===== config.mk =====
export PLATFORM = sky130hd
export DESIGN_NAME = cau_sum
export DESIGN_NICKNAME = d
export VERILOG_FILES = /design/src/hw/rtl/cau_pkg.sv /design/src/hw/rtl/cau_sum.sv
export SDC_FILE = /design/constraint.sdc
export NUM_CORES = 1
export LEC_CHECK = 0
export BUFFER_PORTS_ARGS = -buffer_cell sky130_fd_sc_hd__buf_2
export CORE_AREA = 2 2 281 283
export DETAILED_ROUTE_END_ITERATION = 8
export DIE_AREA = 0 0 283 285
export PLACE_DENSITY = 0.56
export SYNTH_ARGS = -nofsm -noshare
export SYNTH_HDL_FRONTEND = slang
export SYNTH_SLANG_ARGS = --single-unit

===== constraint.sdc =====
create_clock -name clk_i -period 5.29 [get_ports clk_i]
set_clock_uncertainty 0.05 [all_clocks]
set_input_delay 0.7935 -clock clk_i [delete_from_list [all_inputs] [get_ports clk_i]]
set_output_delay 0.7935 -clock clk_i [all_outputs]
set_load 0.01 [all_outputs]

===== src/hw/rtl/cau_pkg.sv =====
`timescale 1ns / 1ps
`default_nettype none
package cau_pkg;

  typedef enum logic [1:0] {
    MODE_ADD = 2'd0,
    MODE_SUB = 2'd1,
    MODE_MUL = 2'd2,
    MODE_DIV = 2'd3
  } mode_e;

  typedef enum logic [1:0] {
    STATUS_OK       = 2'd0,
    STATUS_DIV_ZERO = 2'd1,
    STATUS_OVERFLOW = 2'd2
  } status_e;

  // per-item flags that travel with the divider data
  typedef struct packed {
    mode_e mode;
    logic  dz;   // divisor magnitude is zero
    logic  sx;   // sign of real numerator
    logic  sy;   // sign of imag numerator
    logic  ox;   // real quotient does not fit
    logic  oy;   // imag quotient does not fit
  } div_ctl_t;

endpackage
`default_nettype wire


===== src/hw/rtl/cau_sum.sv =====
`timescale 1ns / 1ps
`default_nettype none
module cau_sum #(
  parameter int W = 32
) (
  input  wire logic                  clk_i,
  input  wire logic                  rst_ni,
  input  wire logic                  valid_i,
  output logic                       ready_o,
  input  wire logic [1:0]            mode_i,
  input  wire logic signed [W-1:0]   ar_i,
  input  wire logic signed [W-1:0]   ai_i,
  input  wire logic signed [W-1:0]   br_i,
  input  wire logic signed [W-1:0]   bi_i,
  input  wire logic signed [2*W-1:0] p0_i,
  input  wire logic signed [2*W-1:0] p1_i,
  input  wire logic signed [2*W-1:0] p2_i,
  input  wire logic signed [2*W-1:0] p3_i,
  input  wire logic signed [2*W-1:0] p4_i,
  input  wire logic signed [2*W-1:0] p5_i,
  output logic                       valid_o,
  input  wire logic                  ready_i,
  output logic [1:0]                 mode_o,
  output logic signed [2*W:0]        x_o,
  output logic signed [2*W:0]        y_o,
  output logic [2*W-1:0]             m_o
);
  localparam int PW = 2 * W;
  localparam int SW = 2 * W + 1;

  logic                 valid_q;
  logic signed [SW-1:0] x_d;
  logic signed [SW-1:0] y_d;
  logic signed [SW-1:0] m_d;

  assign ready_o = !valid_q || ready_i;
  assign valid_o = valid_q;

  always_comb begin
    m_d = SW'(p4_i) + SW'(p5_i);
    case (cau_pkg::mode_e'(mode_i))
      cau_pkg::MODE_ADD: begin
        x_d = SW'(ar_i) + SW'(br_i);
        y_d = SW'(ai_i) + SW'(bi_i);
      end
      cau_pkg::MODE_SUB: begin
        x_d = SW'(ar_i) - SW'(br_i);
        y_d = SW'(ai_i) - SW'(bi_i);
      end
      cau_pkg::MODE_MUL: begin
        x_d = SW'(p0_i) - SW'(p1_i);
        y_d = SW'(p2_i) + SW'(p3_i);
      end
      default: begin
        // a * conj(b)
        x_d = SW'(p0_i) + SW'(p1_i);
        y_d = SW'(p3_i) - SW'(p2_i);
      end
    endcase
  end

  always_ff @(posedge clk_i or negedge rst_ni) begin
    if (!rst_ni) begin
      valid_q <= 1'b0;
    end else if (ready_o) begin
      valid_q <= valid_i;
    end
  end

  always_ff @(posedge clk_i) begin
    if (valid_i && ready_o) begin
      mode_o <= mode_i;
      x_o    <= x_d;
      y_o    <= y_d;
      m_o    <= m_d[PW-1:0];
    end
  end
endmodule
`default_nettype wire


==> metrics.cfg <==
[clocking]
cts.sink_count=197
path_clk_slew_ps=90
cts_tree=built
clockBufferDepth=2
htreeDepth=4
numCtsBuffers=17
root_buffer=clkbuf_16
clock_latency_ps=520

[logic_synthesis]
syn_area_per_cell_sq_um=7.92
ys_types=84
async_flop_share=0.00508
synth.cell_area_sq_um=27100
synth_warnings=0
seq_area_frac_synth=0.218
synth_nets=4268
synthCells=3422
ys.flop_type=edfxtp_1
yosysTopAreaCellShare=0.217
ys_ff_latch=197
synthTopCellsByArea=edfxtp_1 22%, ha_1 15%, xnor2_1 6.9%
synth_largest_area_cell=edfxtp_1
synth-edff-count=196

[timing]
timing.final.crit_period_ps=5250
relSlewSlack=0.371
tightestPinTransition_ps=944
setup-violations-final=0
hold_slack_ps=420
fin_crit_sh=0.993
finalHoldViolCount=0
tns_ps=0
slew_viol_final=0
fmax_ghz=0.190
rsz0062_at_grt=true

[global_route]
track_usage=0.260
antenna_found_initial=29
grt_pass1_vias=28900
grt_overflow_total=0
grt_max_degree=83
grt_pass1_wl_um=165000

[critical_path]
crit_top_cell=a21o_1
startpoint_type=input pin
critPathSlowestCell=or4_4
path_delay_family=compound AO/OA/AOI/OAI gates
crit_chain=buf_8 > or4_4 > or3_4 > or3_4 > nor4_4 > buf_4 > a21oi_2 > xor2_1 > ha_1 > a21o_1 > a21o_1 > a221oi_2 > o41ai_2 > a31oi_1 > buf_4 > o21ai_4 > a211o_1 > a41o_1 > a221oi_2 > xnor2_1 > a21o_1
crit_buf_inv=3
slowest_delay_ps=560
cp-end-kind=register
worstPathArrival_ps=5470
cp_max_fo=5
worstPathRequired_ps=5510
path_class=input pin to register

[placement]
dp_hpwl_um=92400
placed_cell_area_sq_um=35000
place_congestion=0.947
port-buffer-count=715

[cells_and_area]
fin_nets=5310
syn2layout_area_growth_pct=34.5
final_common_cell=buf_2
drive_gt1_frac=0.307
final_cell_mix=710 x buf_2, 458 x buf_4, 328 x a21oi_1, 319 x ha_1, 265 x nor2_1
design_area_sq_um=36400
fin_util=0.467

[die]
ios=716
coreArea_sq_um=78000
die_area_sq_um=80700
fp.dieH_um=285
rows=103
die_x_um=283
start_util=0.348

[run_status]
status=finished clean

[detailed_routing]
antenna_left=0
wl_um=110000
via_count=29800
drtIter0Drc=1768
post-route-drc-count=0
viasPerCell=5.38
dr.pass1.iters=6
avgRoutedWirePerCell_um=19.8

[power_and_ir_drop]
peakVddDrop_v=0.000240
p_leak_nw=17.1
p_total_mw=8.07
powerDensity_nw_per_um2=221

[min_path]
hold_path.class=input pin to register

[flow_run]
cap_viol_max_count=0

==> area by class of cell <==
type                            count  area, sq um
Antenna cell                       11         27.5
Clock buffer                       17          425
Clock inverter                     15          199
Fill cell                        7845        41500
Inverter                          193          724
Multi-Input combinational cell   2873        20600
Sequential cell                   197         5910
Tap cell                         1050         1310
Timing Repair Buffer             1182         7200
==> metrics by stage <==
stage                     cells  setup slack (ps)
after floorplan            3422              -218
after global placement     5479              -736
after detailed placement   5479              -749
after CTS                  5512             -7.77
after global routing       5533              -253
final                      5538              39.4
==> report_power, final <==
part / total [mW] / switching (mW) / internal [mW]
sequential: 2.07 / 0.0646 / 2.01
combinational: 4.51 / 2.49 / 2.02
clock: 1.48 / 0.833 / 0.649
==> synth_stat cells (all sizes together), types with 36 or more instances <==
library cell	count
o21a	39
ha	321
nor2	273
a21oi	353
o21ai	267
clkbuf	150
o31ai	43
xor2	146
nor3	88
nor2b	36
edfxtp	196
xnor2	215
nand4	60
a211oi	36
nand2	251
inv	191
a21o	193
nand3	53
a31oi	50
o21bai	56
==> logic make-up (layout without fill, tap and decap cells) <==
| group | after synthesis | count (layout) | share of synthesized area |
|---|---|---|---|
| fa+ha+maj | 328 | 328 | 0.153 |
| mux | 22 | 22 | 0.00831 |
| compound gates | 1220 | 1220 | 0.287 |
| xor+xnor | 361 | 361 | 0.117 |
| flops | 197 | 197 | 0.218 |
| other cells | 0 | 11 | 0 |
| simple gates | 942 | 942 | 0.167 |
| buf+inv | 352 | 1407 | 0.0495 |
==> sequential cells by signal, indices dropped and copies added (netlist names) <==
name,flops
m_o,64
mode_o,2
valid_o,1
x_o,65
y_o,65
==> layer usage <==
metal,global-route usage,up-vias,wire (um)
met5,0,-,184
met1,0.321,14000,45900
met3,0.0455,206,6450
met4,0.103,30,4290
li1,-,14700,-
met2,0.450,934,52900
==> repair_timing <==
action,in CTS,in global routing
pin swaps,4,57
gates resized for setup,12,134
hold buffers,1,0
hold endpoints to repair,1,0
setup endpoints to repair,15,41
buffers inserted,0,15
==> path summary, 6_finish.rpt <==
path,startpoint,end,slack [ps],depth (start not counted)
min in group asynchronous,rst_ni,valid_o$_DFFE_PN0N_,520,2
max,p2_i[13],y_o[63]$_DFFE_PP_,40,21
min reg2reg,valid_o$_DFFE_PN0N_,valid_o$_DFFE_PN0N_,500,2
max in group asynchronous,rst_ni,valid_o$_DFFE_PN0N_,4590,2
min,valid_i,valid_o$_DFFE_PN0N_,420,2
max reg2reg,valid_o$_DFFE_PN0N_,m_o[54]$_DFFE_PP_,3210,3
Power figures use the tool's default switching activity.
