--- src/hw/rtl/cau_pkg.sv ---
`timescale 1ns / 1ps
`default_nettype none
package cau_pkg;

  typedef enum logic [1:0] {
    MODE_ADD = 2'd0,
    MODE_SUB = 2'd1,
    MODE_MUL = 2'd2,
    MODE_DIV = 2'd3
  } mode_e;

  typedef enum logic [1:0] {
    STATUS_OK       = 2'd0,
    STATUS_DIV_ZERO = 2'd1,
    STATUS_OVERFLOW = 2'd2
  } status_e;

  // per-item flags that travel with the divider data
  typedef struct packed {
    mode_e mode;
    logic  dz;   // divisor magnitude is zero
    logic  sx;   // sign of real numerator
    logic  sy;   // sign of imag numerator
    logic  ox;   // real quotient does not fit
    logic  oy;   // imag quotient does not fit
  } div_ctl_t;

endpackage
`default_nettype wire

--- src/hw/rtl/cau_div_step.sv ---
`timescale 1ns / 1ps
`default_nettype none
module cau_div_step #(
  parameter int W = 32,
  parameter int F = 16,
  parameter int K = 0
) (
  input  wire logic                clk_i,
  input  wire logic                rst_ni,
  input  wire logic                valid_i,
  output logic                     ready_o,
  input  wire cau_pkg::div_ctl_t   ctl_i,
  input  wire logic [3*W+F+1:0]    rx_i,
  input  wire logic [3*W+F+1:0]    ry_i,
  input  wire logic [2*W-1:0]      m_i,
  input  wire logic [W-1:0]        qx_i,
  input  wire logic [W-1:0]        qy_i,
  output logic                     valid_o,
  input  wire logic                ready_i,
  output cau_pkg::div_ctl_t        ctl_o,
  output logic [3*W+F+1:0]         rx_o,
  output logic [3*W+F+1:0]         ry_o,
  output logic [2*W-1:0]           m_o,
  output logic [W-1:0]             qx_o,
  output logic [W-1:0]             qy_o
);
  localparam int RW = 3 * W + F + 2;

  logic          valid_q;
  logic          is_div;
  logic [RW-1:0] dsh;
  logic          gx;
  logic          gy;
  logic [RW-1:0] rx_d;
  logic [RW-1:0] ry_d;
  logic [W-1:0]  qx_d;
  logic [W-1:0]  qy_d;

  assign ready_o = !valid_q || ready_i;
  assign valid_o = valid_q;

  // one restoring quotient bit per stage, real and imag side by side
  always_comb begin
    is_div = (ctl_i.mode == cau_pkg::MODE_DIV);
    dsh    = RW'(m_i) << K;
    gx     = is_div && (rx_i >= dsh);
    gy     = is_div && (ry_i >= dsh);
    rx_d   = gx ? rx_i - dsh : rx_i;
    ry_d   = gy ? ry_i - dsh : ry_i;
    qx_d   = qx_i;
    qy_d   = qy_i;
    qx_d[K] = gx;
    qy_d[K] = gy;
  end

  always_ff @(posedge clk_i or negedge rst_ni) begin
    if (!rst_ni) begin
      valid_q <= 1'b0;
    end else if (ready_o) begin
      valid_q <= valid_i;
    end
  end

  always_ff @(posedge clk_i) begin
    if (valid_i && ready_o) begin
      ctl_o <= ctl_i;
      rx_o  <= rx_d;
      ry_o  <= ry_d;
      m_o   <= m_i;
      qx_o  <= qx_d;
      qy_o  <= qy_d;
    end
  end
endmodule
`default_nettype wire

--- config.mk ---
export PLATFORM = sky130hd
export DESIGN_NAME = cau_div_step
export DESIGN_NICKNAME = d
export VERILOG_FILES = /design/src/hw/rtl/cau_pkg.sv /design/src/hw/rtl/cau_div_step.sv
export SDC_FILE = /design/constraint.sdc
export NUM_CORES = 1
export LEC_CHECK = 0
export ABC_CLOCK_PERIOD_IN_PS = 20900
export BUFFER_PORTS_ARGS = -buffer_cell sky130_fd_sc_hd__buf_2
export CAP_MARGIN = 40
export CORE_AREA = 10 10 275 277
export DETAILED_ROUTE_END_ITERATION = 8
export DIE_AREA = 0 0 285 287
export GPL_ROUTABILITY_DRIVEN = 1
export PLACE_DENSITY_LB_ADDON = 0.15
export SLEW_MARGIN = 40
export SYNTH_ARGS = -nofsm -noshare
export SYNTH_HDL_FRONTEND = slang
export SYNTH_SLANG_ARGS = --single-unit
export TNS_END_PERCENT = 1
--- constraint.sdc ---
create_clock -name clk_i -period 20.9 [get_ports clk_i]
set_clock_uncertainty 0.2 [all_clocks]
set_input_delay 3.135 -clock clk_i [delete_from_list [all_inputs] [get_ports clk_i]]
set_output_delay 3.135 -clock clk_i [all_outputs]
set_load 0.02 [all_outputs]
==> flow_summary_export.csv <==
group,metric,value,unit
synthesis,yosysSeqAreaShare,47.1,%
synthesis,synthSimpleGateAreaFrac,16.9,%
routing,vias,21300,
synthesis,syn-cell-area,0.0232,sq mm
synthesis,synth_xor_area_share,8.35,%
setup_path,cp_max_fo,55,
pwr,p_per_area,74.7,mW/mm^2
clocking,ctsResizeCount,0,
synthesis,syn_area_per_cell,9.86,sq um
synthesis,synth_top_family_by_area,"simple AND/OR/NAND/NOR gates",
setup_path,worstSetupPathType,"in -> reg",
synthesis,ys_async_sr_fraction,0.275,%
layout,fin_util,41.8,%
sta,fin_crit_sh,37.7,%
synthesis,synth_cell_types,84,
sta,finalHoldViolCount,0,
synthesis,synth.largest_area_cell,"edfxtp_1",
synthesis,synth_ff_type,"edfxtp_1",
clocking,cts_buffers,46,
clocking,cts-root-buf,"clkbuf_16",
clocking,hold_buffers,0,
setup_path,cp.required,21.02,ns
setup_path,crit_path_end_kind,"register",
die,start_util,33.2,%
setup_path,cp_data_arrival_time,8.00,ns
die,row_count,97,
clocking,cts_tree,"yes",
synthesis,synthMuxAreaShare,0.826,%
sta,tns,0,ns
routing,drt_iter0_markers,1203,
layout,synthToLayoutAreaGrowth,25.9,%
global_routing,grtUsageTotal,23.6,%
layout,drive_gt1_share,28.0,%
pwr,ir_worst_vdd,0.0485,mV
synthesis,synth.area.top_cells,"edfxtp_1 47%, ha_1 6.9%, a21oi_1 5.0%",
layout,design_area,0.0292,sq mm
die,die_x,285,microns
sta,max_slew_margin,39.6,%
synthesis,synth_compound_area_share,16.0,%
pwr,p_leak,12.1,nW
synthesis,syn-num-nets,2849,
global_routing,grt_max_degree,87,
place,port_buffers,729,
global_routing,grt_pass1_vias,21400,
worst_hold_path,min_from,"valid_o",
run_status,status,"completed",
place,dpl_cell_area,0.0278,sq mm
die,die_y,287,microns
setup_path,regToRegStartpoint,"valid_o",
global_routing,grt_pass1_wl,146,mm
routing,via_per_inst,5.32,
sta,worst_pin_slew,0.902,ns
setup_path,r2r_slack,18.00,ns
die,dieArea,0.0818,sq mm
synthesis,ys_ff_latch,364,
global_routing,overflow,0,
synthesis,synth_most_common_cell,"edfxtp_1",
clocking,clk_path_buf_depth,3,
synthesis,synthCells,2352,
worst_hold_path,worstHoldPathType,"reg -> reg",
sta,whs,0.343,ns
routing,remaining_drc_errors,0,
synthesis,yosys.area.top_type_share,47.0,%
synthesis,synth_fa_ha_area_share,7.08,%
place,dp_hpwl,85.6,mm
clocking,clk_pin_slew,0.06,ns
global_routing,antenna_found_initial,30,
die,io_pins,732,
synthesis,ys_warn_count,0,
setup_path,crit_path_start_kind,"input port",
clocking,clock_latency,0.58,ns
setup_path,startpoint,"m_i[63]",
sta,fmax,127,MHz
routing,wl,102,mm
sta,period_minus_slack,7.88,ns
flow_run,maxCapViolCount,0,
routing,final_antenna_net_count,0,
die,core-area,0.0698,sq mm
layout,fillerInstances,6982,
synthesis,synth_edf_count,363,
sta,finalSetupViolations,0,
sta,grt_setup_unrepaired,"no",
place,place.gp.congestion,1.00,
routing,dr.pass1.iters,7,
clocking,cts_max_level,2,
layout,nets,3529,
routing,wire_per_inst,25.5,microns
clocking,cts.sinks,364,
synthesis,yosys-top-cells-count,"363 x edfxtp_1, 231 x a21oi_1, 227 x nand2_1",
clocking,cts_setup_buffers,0,
sta,slew_violations,0,
[worst max-delay path, stage by stage]
cell	delay, ns
buf_2	0.13
inv_1	0.17
ha_1	0.35
a2111oi_1	0.77
nor4b_1	0.60
nand3_1	0.20
or3_1	0.40
o31ai_1	0.52
nand3_4	0.47
buf_4	0.45
buf_4	0.37
mux2_2	0.35
[registers in the layout, indices dropped and copies added (netlist names)]
register and cells:
qy_o 32, ctl_o 7, valid_o 1, m_o 64
qx_o 32, ry_o 114, rx_o 114
[worst paths after layout]
| path | endpoint | cells past startpoint |
|---|---|---|
| setup / recovery | ry_o[9] | 12 |
| hold / removal | valid_o | 2 |
| setup reg to reg | m_o[19] | 4 |
| hold reg to reg | valid_o | 2 |
| max in group asynchronous | valid_o | 1 |
| min in group asynchronous | valid_o | 1 |
[area by class of cell]
type,count,area [sq um],share of cell area [%]
tap,940,1180,4.03
clock buffer,52,1190,4.09
timing repair buffer,741,3790,13.0
clock inverter,24,244,0.836
multi-input combinational,1764,11400,39.1
sequential,364,10900,37.4
antenna,1,2.50,0.00857
inverter,115,432,1.48
[per-stage QoR]
stage          cells  setup WS [ns]  total power, W
2_1_floorplan   2352           8.28         0.00122
3_3_place_gp    3922          12.26         0.00141
3_5_place_dp    3924          12.44         0.00142
4_1_cts         4000          13.06         0.00220
5_1_grt         4001          12.72         0.00228
6_report        4001          13.02         0.00218
[cells by family (layout without fill, tap and decap cells)]
| family | after synthesis | in the layout |
|---|---|---|
| buf+inv | 224 | 932 |
| simple gates | 779 | 779 |
| xor+xnor | 221 | 221 |
| mux | 17 | 17 |
| compound gates | 617 | 617 |
| other cells | 0 | 1 |
| flops | 364 | 364 |
| fa+ha+maj | 130 | 130 |
[layer usage]
layer	part of all wire (%)	up-vias	track usage, %
li1	-	10100	-
met1	39	10200	26.8
met2	51	804	43.4
met3	6.9	166	5.99
met4	2.7	30	5.91
met5	0.20	-	0
[cells in the final DEF (no fill, tap or decap), drive strengths merged, types with 30 or more instances in the layout]
cell type,netlist,final
nor3,63,63
ha,128,128
a21o,47,47
xnor2,125,125
xor2,96,96
o21ai,165,165
edfxtp,363,363
nor2,179,179
clkbuf,92,52
nand3,47,47
o21bai,44,44
a21oi,231,231
nor4,38,38
inv,115,118
nand2,227,227
buf,17,741
nand4,65,65
or3,30,30
[where the power goes]
part	total [W]	internal, W	switching [W]
clock	0.000776	0.000457	0.000319
combinational	0.000530	0.000180	0.000350
sequential	0.000875	0.000863	0.0000123
Power figures use the tool's default switching activity.
