--- src/hw/rtl/cau_pkg.sv ---
`timescale 1ns / 1ps
`default_nettype none
package cau_pkg;

  typedef enum logic [1:0] {
    MODE_ADD = 2'd0,
    MODE_SUB = 2'd1,
    MODE_MUL = 2'd2,
    MODE_DIV = 2'd3
  } mode_e;

  typedef enum logic [1:0] {
    STATUS_OK       = 2'd0,
    STATUS_DIV_ZERO = 2'd1,
    STATUS_OVERFLOW = 2'd2
  } status_e;

  // per-item flags that travel with the divider data
  typedef struct packed {
    mode_e mode;
    logic  dz;   // divisor magnitude is zero
    logic  sx;   // sign of real numerator
    logic  sy;   // sign of imag numerator
    logic  ox;   // real quotient does not fit
    logic  oy;   // imag quotient does not fit
  } div_ctl_t;

endpackage
`default_nettype wire

--- src/hw/rtl/cau_prep.sv ---
`timescale 1ns / 1ps
`default_nettype none
module cau_prep #(
  parameter int W = 32,
  parameter int F = 16
) (
  input  wire logic                        clk_i,
  input  wire logic                        rst_ni,
  input  wire logic                        valid_i,
  output logic                             ready_o,
  input  wire logic [1:0]                  mode_i,
  input  wire logic signed [2*W:0]         x_i,
  input  wire logic signed [2*W:0]         y_i,
  input  wire logic [2*W-1:0]              m_i,
  output logic                             valid_o,
  input  wire logic                        ready_i,
  output cau_pkg::div_ctl_t                ctl_o,
  output logic [3*W+F+1:0]                 rx_o,
  output logic [3*W+F+1:0]                 ry_o,
  output logic [2*W-1:0]                   m_o,
  output logic [W-1:0]                     qx_o,
  output logic [W-1:0]                     qy_o
);
  localparam int SW = 2 * W + 1;
  localparam int RW = 3 * W + F + 2;

  logic              valid_q;
  logic              is_div;
  logic [SW-1:0]     mx;
  logic [SW-1:0]     my;
  logic [RW-1:0]     nx;
  logic [RW-1:0]     ny;
  logic [RW-1:0]     dtop;
  cau_pkg::div_ctl_t ctl_d;
  logic [RW-1:0]     rx_d;
  logic [RW-1:0]     ry_d;

  assign ready_o = !valid_q || ready_i;
  assign valid_o = valid_q;

  always_comb begin
    is_div     = (cau_pkg::mode_e'(mode_i) == cau_pkg::MODE_DIV);
    mx         = x_i[SW-1] ? SW'(-x_i) : SW'(x_i);
    my         = y_i[SW-1] ? SW'(-y_i) : SW'(y_i);
    nx         = RW'(mx) << F;
    ny         = RW'(my) << F;
    dtop       = RW'(m_i) << W;
    ctl_d.mode = cau_pkg::mode_e'(mode_i);
    ctl_d.dz   = (m_i == '0);
    ctl_d.sx   = x_i[SW-1];
    ctl_d.sy   = y_i[SW-1];
    // quotient of 2^W or more saturates anyway
    ctl_d.ox   = (nx >= dtop);
    ctl_d.oy   = (ny >= dtop);
    rx_d       = is_div ? nx : RW'(x_i);
    ry_d       = is_div ? ny : RW'(y_i);
  end

  always_ff @(posedge clk_i or negedge rst_ni) begin
    if (!rst_ni) begin
      valid_q <= 1'b0;
    end else if (ready_o) begin
      valid_q <= valid_i;
    end
  end

  always_ff @(posedge clk_i) begin
    if (valid_i && ready_o) begin
      ctl_o <= ctl_d;
      rx_o  <= rx_d;
      ry_o  <= ry_d;
      m_o   <= m_i;
      qx_o  <= '0;
      qy_o  <= '0;
    end
  end
endmodule
`default_nettype wire

--- config.mk ---
export PLATFORM = sky130hd
export DESIGN_NAME = cau_prep
export DESIGN_NICKNAME = d
export VERILOG_FILES = /design/src/hw/rtl/cau_pkg.sv /design/src/hw/rtl/cau_prep.sv
export SDC_FILE = /design/constraint.sdc
export NUM_CORES = 1
export LEC_CHECK = 0
export BUFFER_PORTS_ARGS = -buffer_cell sky130_fd_sc_hd__buf_4
export CORE_AREA = 2 2 220 222
export CTS_CLUSTER_SIZE = 40
export DETAILED_ROUTE_END_ITERATION = 12
export DIE_AREA = 0 0 222 224
export GPL_TIMING_DRIVEN = 0
export SLEW_MARGIN = 30
export SYNTH_ARGS = -nofsm -noshare
export SYNTH_HDL_FRONTEND = slang
export SYNTH_SLANG_ARGS = --single-unit
--- constraint.sdc ---
create_clock -name clk_i -period 15.55 [get_ports clk_i]
set_input_delay 1.555 -clock clk_i [delete_from_list [all_inputs] [get_ports clk_i]]
set_output_delay 1.555 -clock clk_i [all_outputs]
set_load 0.02 [all_outputs]
==> results of run 1 <==
## worst max path at each step
stage,to,cells past startpoint
6_report,ctl_o[0],16
3_3_place_gp,ry_o[38],3
2_1_floorplan,ctl_o[0],2
3_5_place_dp,ctl_o[0],16
4_1_cts,ctl_o[0],16
5_1_grt,ctl_o[0],16
## logic make-up after synthesis
logic type	Yosys count
compound gates	274
xor+xnor	124
fa+ha+maj	100
buf+inv	272
flops	236
mux	71
other cells	1
simple gates	496
## layout by cell type, fill, tap and decap left out, types with 64 or more instances in the layout
cell      count
nor2_1       68
a21oi_1      67
edfxtp_1    235
ha_1        100
clkbuf_1     67
mux2_2       65
xnor2_1      90
o21ai_0      72
nand2_1     134
buf_4       608
conb_1       64
## flip-flops by register name (all words and copies together), names as in the netlist
signal,count
rx_o,82
m_o,64
ctl_o,7
ry_o,82
valid_o,1
## synth_stat cells, types with 6 or more instances
| master | instances |
|---|---|
| a31oi_1 | 8 |
| nand3_1 | 46 |
| mux2_2 | 65 |
| buf_1 | 13 |
| o31ai_1 | 29 |
| ha_1 | 100 |
| edfxtp_1 | 235 |
| and2_1 | 33 |
| a21o_1 | 9 |
| nand2b_1 | 9 |
| xor2_1 | 34 |
| mux2i_1 | 6 |
| o211ai_1 | 7 |
| buf_4 | 128 |
| nand2_1 | 134 |
| a21oi_1 | 67 |
| nor4_1 | 43 |
| clkbuf_1 | 65 |
| nand4_1 | 55 |
| nor2_1 | 68 |
| nor3_1 | 40 |
| o21ai_0 | 72 |
| o41ai_1 | 12 |
| or3_1 | 17 |
| and3_1 | 11 |
| inv_1 | 63 |
| xnor2_1 | 90 |
| or4_1 | 9 |
| a311oi_1 | 18 |
## critical path: cells and delay by family
kind	cells	cell delay [ns]
fa+ha+maj	1	0.30
xor+xnor	1	0.10
buf+inv	3	0.87
compound gates	1	0.30
simple gates	10	3.51
## cell type report
class | count | area [µm²]
Tap cell | 615 | 769
Fill cell | 4540 | 25600
Sequential cell | 236 | 7080
Buffer | 209 | 1270
Inverter | 63 | 236
Antenna cell | 5 | 12.5
Multi-Input combinational cell | 1129 | 7770
Clock inverter | 21 | 171
Timing Repair Buffer | 487 | 3760
Clock buffer | 29 | 683
## report_power, final
part | switching (W) | internal, W
registers | 0.0000136 | 0.000752
clock network | 0.000274 | 0.000352
logic | 0.000310 | 0.000206
total | 0.000598 | 0.00131
## per-stage QoR
| stage | instance area, µm² | total power (W) | std cells |
|---|---|---|---|
| 2_1_floorplan | 16300 | 0.00106 | 1637 |
| 3_3_place_gp | 20700 | 0.00129 | 2732 |
| 3_5_place_dp | 20900 | 0.00129 | 2737 |
| 4_1_cts | 21700 | 0.00192 | 2787 |
| 5_1_grt | 21800 | 0.00199 | 2793 |
| 6_report | 21800 | 0.00191 | 2794 |
## per-layer routing
layer / track usage / vias to the layer above / part of all wire
met5: 0 / - / 0.00012
met4: 0.0920 / 2 / 0.032
met3: 0.0530 / 105 / 0.082
met2: 0.449 / 772 / 0.49
met1: 0.328 / 7198 / 0.40
li1: - / 6842 / -
==> flow_summary.ini, run 1 <==
[setup_path]
crit_start = y_i[29]
r2r_cells = 5
reg2reg_from = valid_o
crit_top_cell = nand4_1
crit_path_top_delay_cell = nor4_1
endpoint_kind = flip-flop
cp_max_fo = 10
r2r_slack_ns = 13.47
criticalPathCategory = primary input to flip-flop
required_ns = 15.90
cp-start-kind = primary input
cp.arrival_ns = 6.66
max_stage_delay_ns = 0.60
worstPathCellList = buf_4 -> or3_1 -> or4_1 -> clkbuf_1 -> nor4_2 -> clkbuf_1 -> nand3_1 -> nand2_1 -> xnor2_1 -> ha_1 -> nand4_1 -> nor4_1 -> nand4_1 -> nor4_1 -> nand4_1 -> o211ai_1
rr_endpoint = ry_o[22]

[clock_network]
cts_tree = done
cts_resized = 0
cts_buffers = 27
cts_root_buffer = clkbuf_16
post_cts_buffers = 0
cts_hold_buf = 0
insertion_delay_ns = 0.56
htreeDepth = 1
clkSinkCount = 236
clkTransAtPathRegs_ns = 0.06
clk_path_buf_depth = 3

[placed_design]
globalplace.congestion = 0.958
port_buffers = 480
dpl.hpwl_um = 55300
pre_cts_ws_ns = 8.86

[synthesis]
synthCells = 1574
ys_top_cells_by_area = edfxtp_1 44%, ha_1 7.8%, buf_4 6.0%
syn_avg_cell_area_um2 = 10.2
syn_area_mm2 = 0.0161
ys_async_sr_fraction = 0.00424
synth-seq-cells = 236
synth-simple-area-share = 0.160
synth_top_family_by_area = simple AND/OR/NAND/NOR gates
synth_edf_count = 235
synth.area.mux_share = 0.0492
synth_area_leader_cell = edfxtp_1
synthAdderAreaFrac = 0.0777
synth.distinct_cells = 73
synth_top_area_frac = 0.438
synth_compound_area_frac = 0.113
yosys_most_used_dff = edfxtp_1
seq_area_frac_synth = 0.440
yosysWarningCount = 0
synth_xor_area_frac = 0.0674

[detailed_routing]
drc = 0
dr.first_iter.drc_count = 1327
routed_via_density = 5.34
first_pass_iters = 6
ant_nets = 0
totalWireLength_um = 67800
wl_per_cell_um = 24.3
num_vias = 14900

[sta]
slew_headroom = 0.346
finalCritPeriodShare = 0.405
worst-slew-pin-transition_ns = 0.980
setup_violations = 0
fin_setup_tns_ns = 0
hold_viol = 0
fin_skew_ns = 0.0102
slew_viol_final = 0
finalHoldWorstSlack_ns = 0.568
grt_setup_unrepaired = no
fmaxAchievable_mhz = 159
finalCriticalPeriod_ns = 6.30
fin_ws_ns = 9.25

[final_layout]
drive_gt1_frac = 0.342
nNetsFinal = 2453
area_growth_pct = 35.1
fin_util = 0.460

[hold_path]
hold_depth = 2
min_to = valid_o
hold_class = flip-flop to flip-flop
hp-start = valid_o

[floorplan]
core-area_mm2 = 0.0473
die_h_um = 224
io_pins = 565
dieArea_mm2 = 0.0497
start_util = 0.340
rows = 80
die_w_um = 222

[run]
cap_violations = 0

[global_route]
antenna_found_initial = 6
grt_util_all_layers = 0.262
grt_pass1_wl_um = 96600
grt_max_degree = 53
grt_remaining_overflow = 0
first_global_vias = 14400

[pwr]
irDropWorstVdd_v = 0.0000598
pwr_density_cell_mw_per_mm2 = 87.7
power.leakage_nw = 9.03

[outcome]
status = complete, no violations
Note: power is estimated with default switching activity, not from simulation.
==> run 2: changes to the inputs <==
--- a/config.mk
+++ b/config.mk
@@ -6,10 +6,10 @@
 export NUM_CORES = 1
 export LEC_CHECK = 0
 export BUFFER_PORTS_ARGS = -buffer_cell sky130_fd_sc_hd__buf_4
-export CORE_AREA = 2 2 220 222
+export CORE_AREA = 2 2 222 224
 export CTS_CLUSTER_SIZE = 40
 export DETAILED_ROUTE_END_ITERATION = 12
-export DIE_AREA = 0 0 222 224
+export DIE_AREA = 0 0 224 226
 export GPL_TIMING_DRIVEN = 0
 export SLEW_MARGIN = 30
 export SYNTH_ARGS = -nofsm -noshare
==> constraint.sdc (replaced) <==
create_clock -name clk_i -period 6.54 [get_ports clk_i]
set_input_delay 0.654 -clock clk_i [delete_from_list [all_inputs] [get_ports clk_i]]
set_output_delay 0.654 -clock clk_i [all_outputs]
set_load 0.02 [all_outputs]
==> flow_summary.ini, run 2 (synthesis gave the netlist of run 1 again) <==
[global_route]
grt_util_all_layers = 0.259
use_met3 = 0.0488
grt_max_degree = 50
grt-busiest-layer = met2
first_global_vias = 14500
antenna_found_initial = 3
grt_remaining_overflow = 0
gr-usage-met2 = 0.452
grt_pass1_wl_um = 96900
grtUsageMet1 = 0.321

[sta]
hold_viol = 0
slew_viol_final = 0
fin_skew_ns = 0.00982
finalCritPeriodShare = 0.797
fin_setup_tns_ns = 0
setup_violations = 0
slew_headroom = 0.374
fmaxAchievable_mhz = 192
finalCriticalPeriod_ns = 5.21
grt_setup_unrepaired = no
worst-slew-pin-transition_ns = 0.932

[final_layout]
finalInstanceArea_mm2 = 0.0218
top_regs = rx_o x82, ry_o x82, m_o x64
area_growth_pct = 35.2
nNetsFinal = 2454
final_common_cell = buf_4
fin_util = 0.451
layout_common_cells = 608 x buf_4, 235 x edfxtp_1, 134 x nand2_1
drive_gt1_frac = 0.341

[floorplan]
rows = 81
core-area_mm2 = 0.0483
io_pins = 565
die_h_um = 226
dieArea_mm2 = 0.0506
start_util = 0.333
die_w_um = 224

[detailed_routing]
ant_nets = 0
routed_via_density = 5.34
totalWireLength_um = 68000
drc = 0
wl_per_cell_um = 24.3
num_vias = 14900
first_pass_iters = 6
dr.first_iter.drc_count = 1198

[clock_network]
cts_tree = done
insertion_delay_ns = 0.56
clk_path_buf_depth = 3
cts_hold_buf = 1
post_cts_buffers = 0
cts_resized = 0
htreeDepth = 1
cts_root_buffer = clkbuf_16
cts_buffers = 27
clkSinkCount = 236
clkTransAtPathRegs_ns = 0.06

[placed_design]
globalplace.congestion = 0.942
port_buffers = 480
post_dp_cell_area_mm2 = 0.0209
dpl.hpwl_um = 55600

[pwr]
pwr_density_cell_mw_per_mm2 = 211
power.leakage_nw = 9.05
irDropWorstVdd_v = 0.000196

[setup_path]
cp-start-kind = primary input
required_ns = 6.91
criticalPathCategory = primary input to flip-flop
rr_endpoint = ry_o[5]
cp_max_fo = 6
crit_start = y_i[29]
cp.arrival_ns = 5.59
r2r_cells = 4
endpoint_kind = flip-flop
reg2reg_from = valid_o
r2r_slack_ns = 4.60

[hold_path]
hp-start = m_i[61]
hold_class = primary input to flip-flop
hold_depth = 1
min_to = m_o[61]

[run]
cap_violations = 0

[outcome]
status = complete, no violations
## run 2: worst max-delay path by stage
| stage | slack [ns] | depth (start not counted) | end |
|---|---|---|---|
| 5_1_grt | 1.01 | 15 | ctl_o[0] |
| 3_5_place_dp | 0.77 | 15 | ctl_o[0] |
| 2_1_floorplan | 2.22 | 14 | ctl_o[1] |
| 4_1_cts | 1.36 | 15 | ctl_o[0] |
| 6_report | 1.33 | 15 | ctl_o[0] |
| 3_3_place_gp | 0.41 | 17 | ctl_o[0] |
## run 2: final cells by class
type	instances	area [µm²]
antenna	3	7.51
buffer	209	1270
clock buffer	29	683
clock inverter	16	191
fill	4618	26600
inverter	63	236
multi-input combinational	1129	7760
sequential	236	7080
tap	622	778
timing repair buffer	488	3770
## run 2: metrics by stage
| step | total power, W | hold slack (ns) | cells | worst slack [ns] |
|---|---|---|---|---|
| floorplan | 0.00252 | 0.358 | 1637 | 2.22 |
| CTS | 0.00463 | 0.243 | 2790 | 1.36 |
| finish | 0.00459 | 0.279 | 2795 | 1.33 |
| detailed placement | 0.00307 | 0.431 | 2744 | 0.767 |
| global route | 0.00477 | 0.258 | 2794 | 1.01 |
| global placement | 0.00305 | 0.429 | 2739 | 0.413 |
## run 2: routing by layer
metal / vias up / wire, µm
met5: - / 0
met4: 0 / 2230
met3: 119 / 5440
met2: 743 / 33000
met1: 7225 / 27300
li1: 6836 / -
## run 2: where the power goes
part           total [W]  switching [W]  internal (W)
clock            0.00154       0.000637      0.000907
combinational    0.00123       0.000740      0.000490
sequential       0.00182      0.0000315       0.00179
total            0.00459        0.00141       0.00318
## run 2: critical path: stages
cell,delay (ns)
buf_4,0.14
or3_1,0.44
or4_1,0.42
clkbuf_1,0.19
nor4_1,0.70
nand2_1,0.28
o21ai_0,0.31
xnor2_1,0.13
ha_1,0.33
nand4_1,0.10
nor4_1,0.57
nand4_1,0.41
nor4_1,0.44
nand4_1,0.18
o211ai_1,0.26
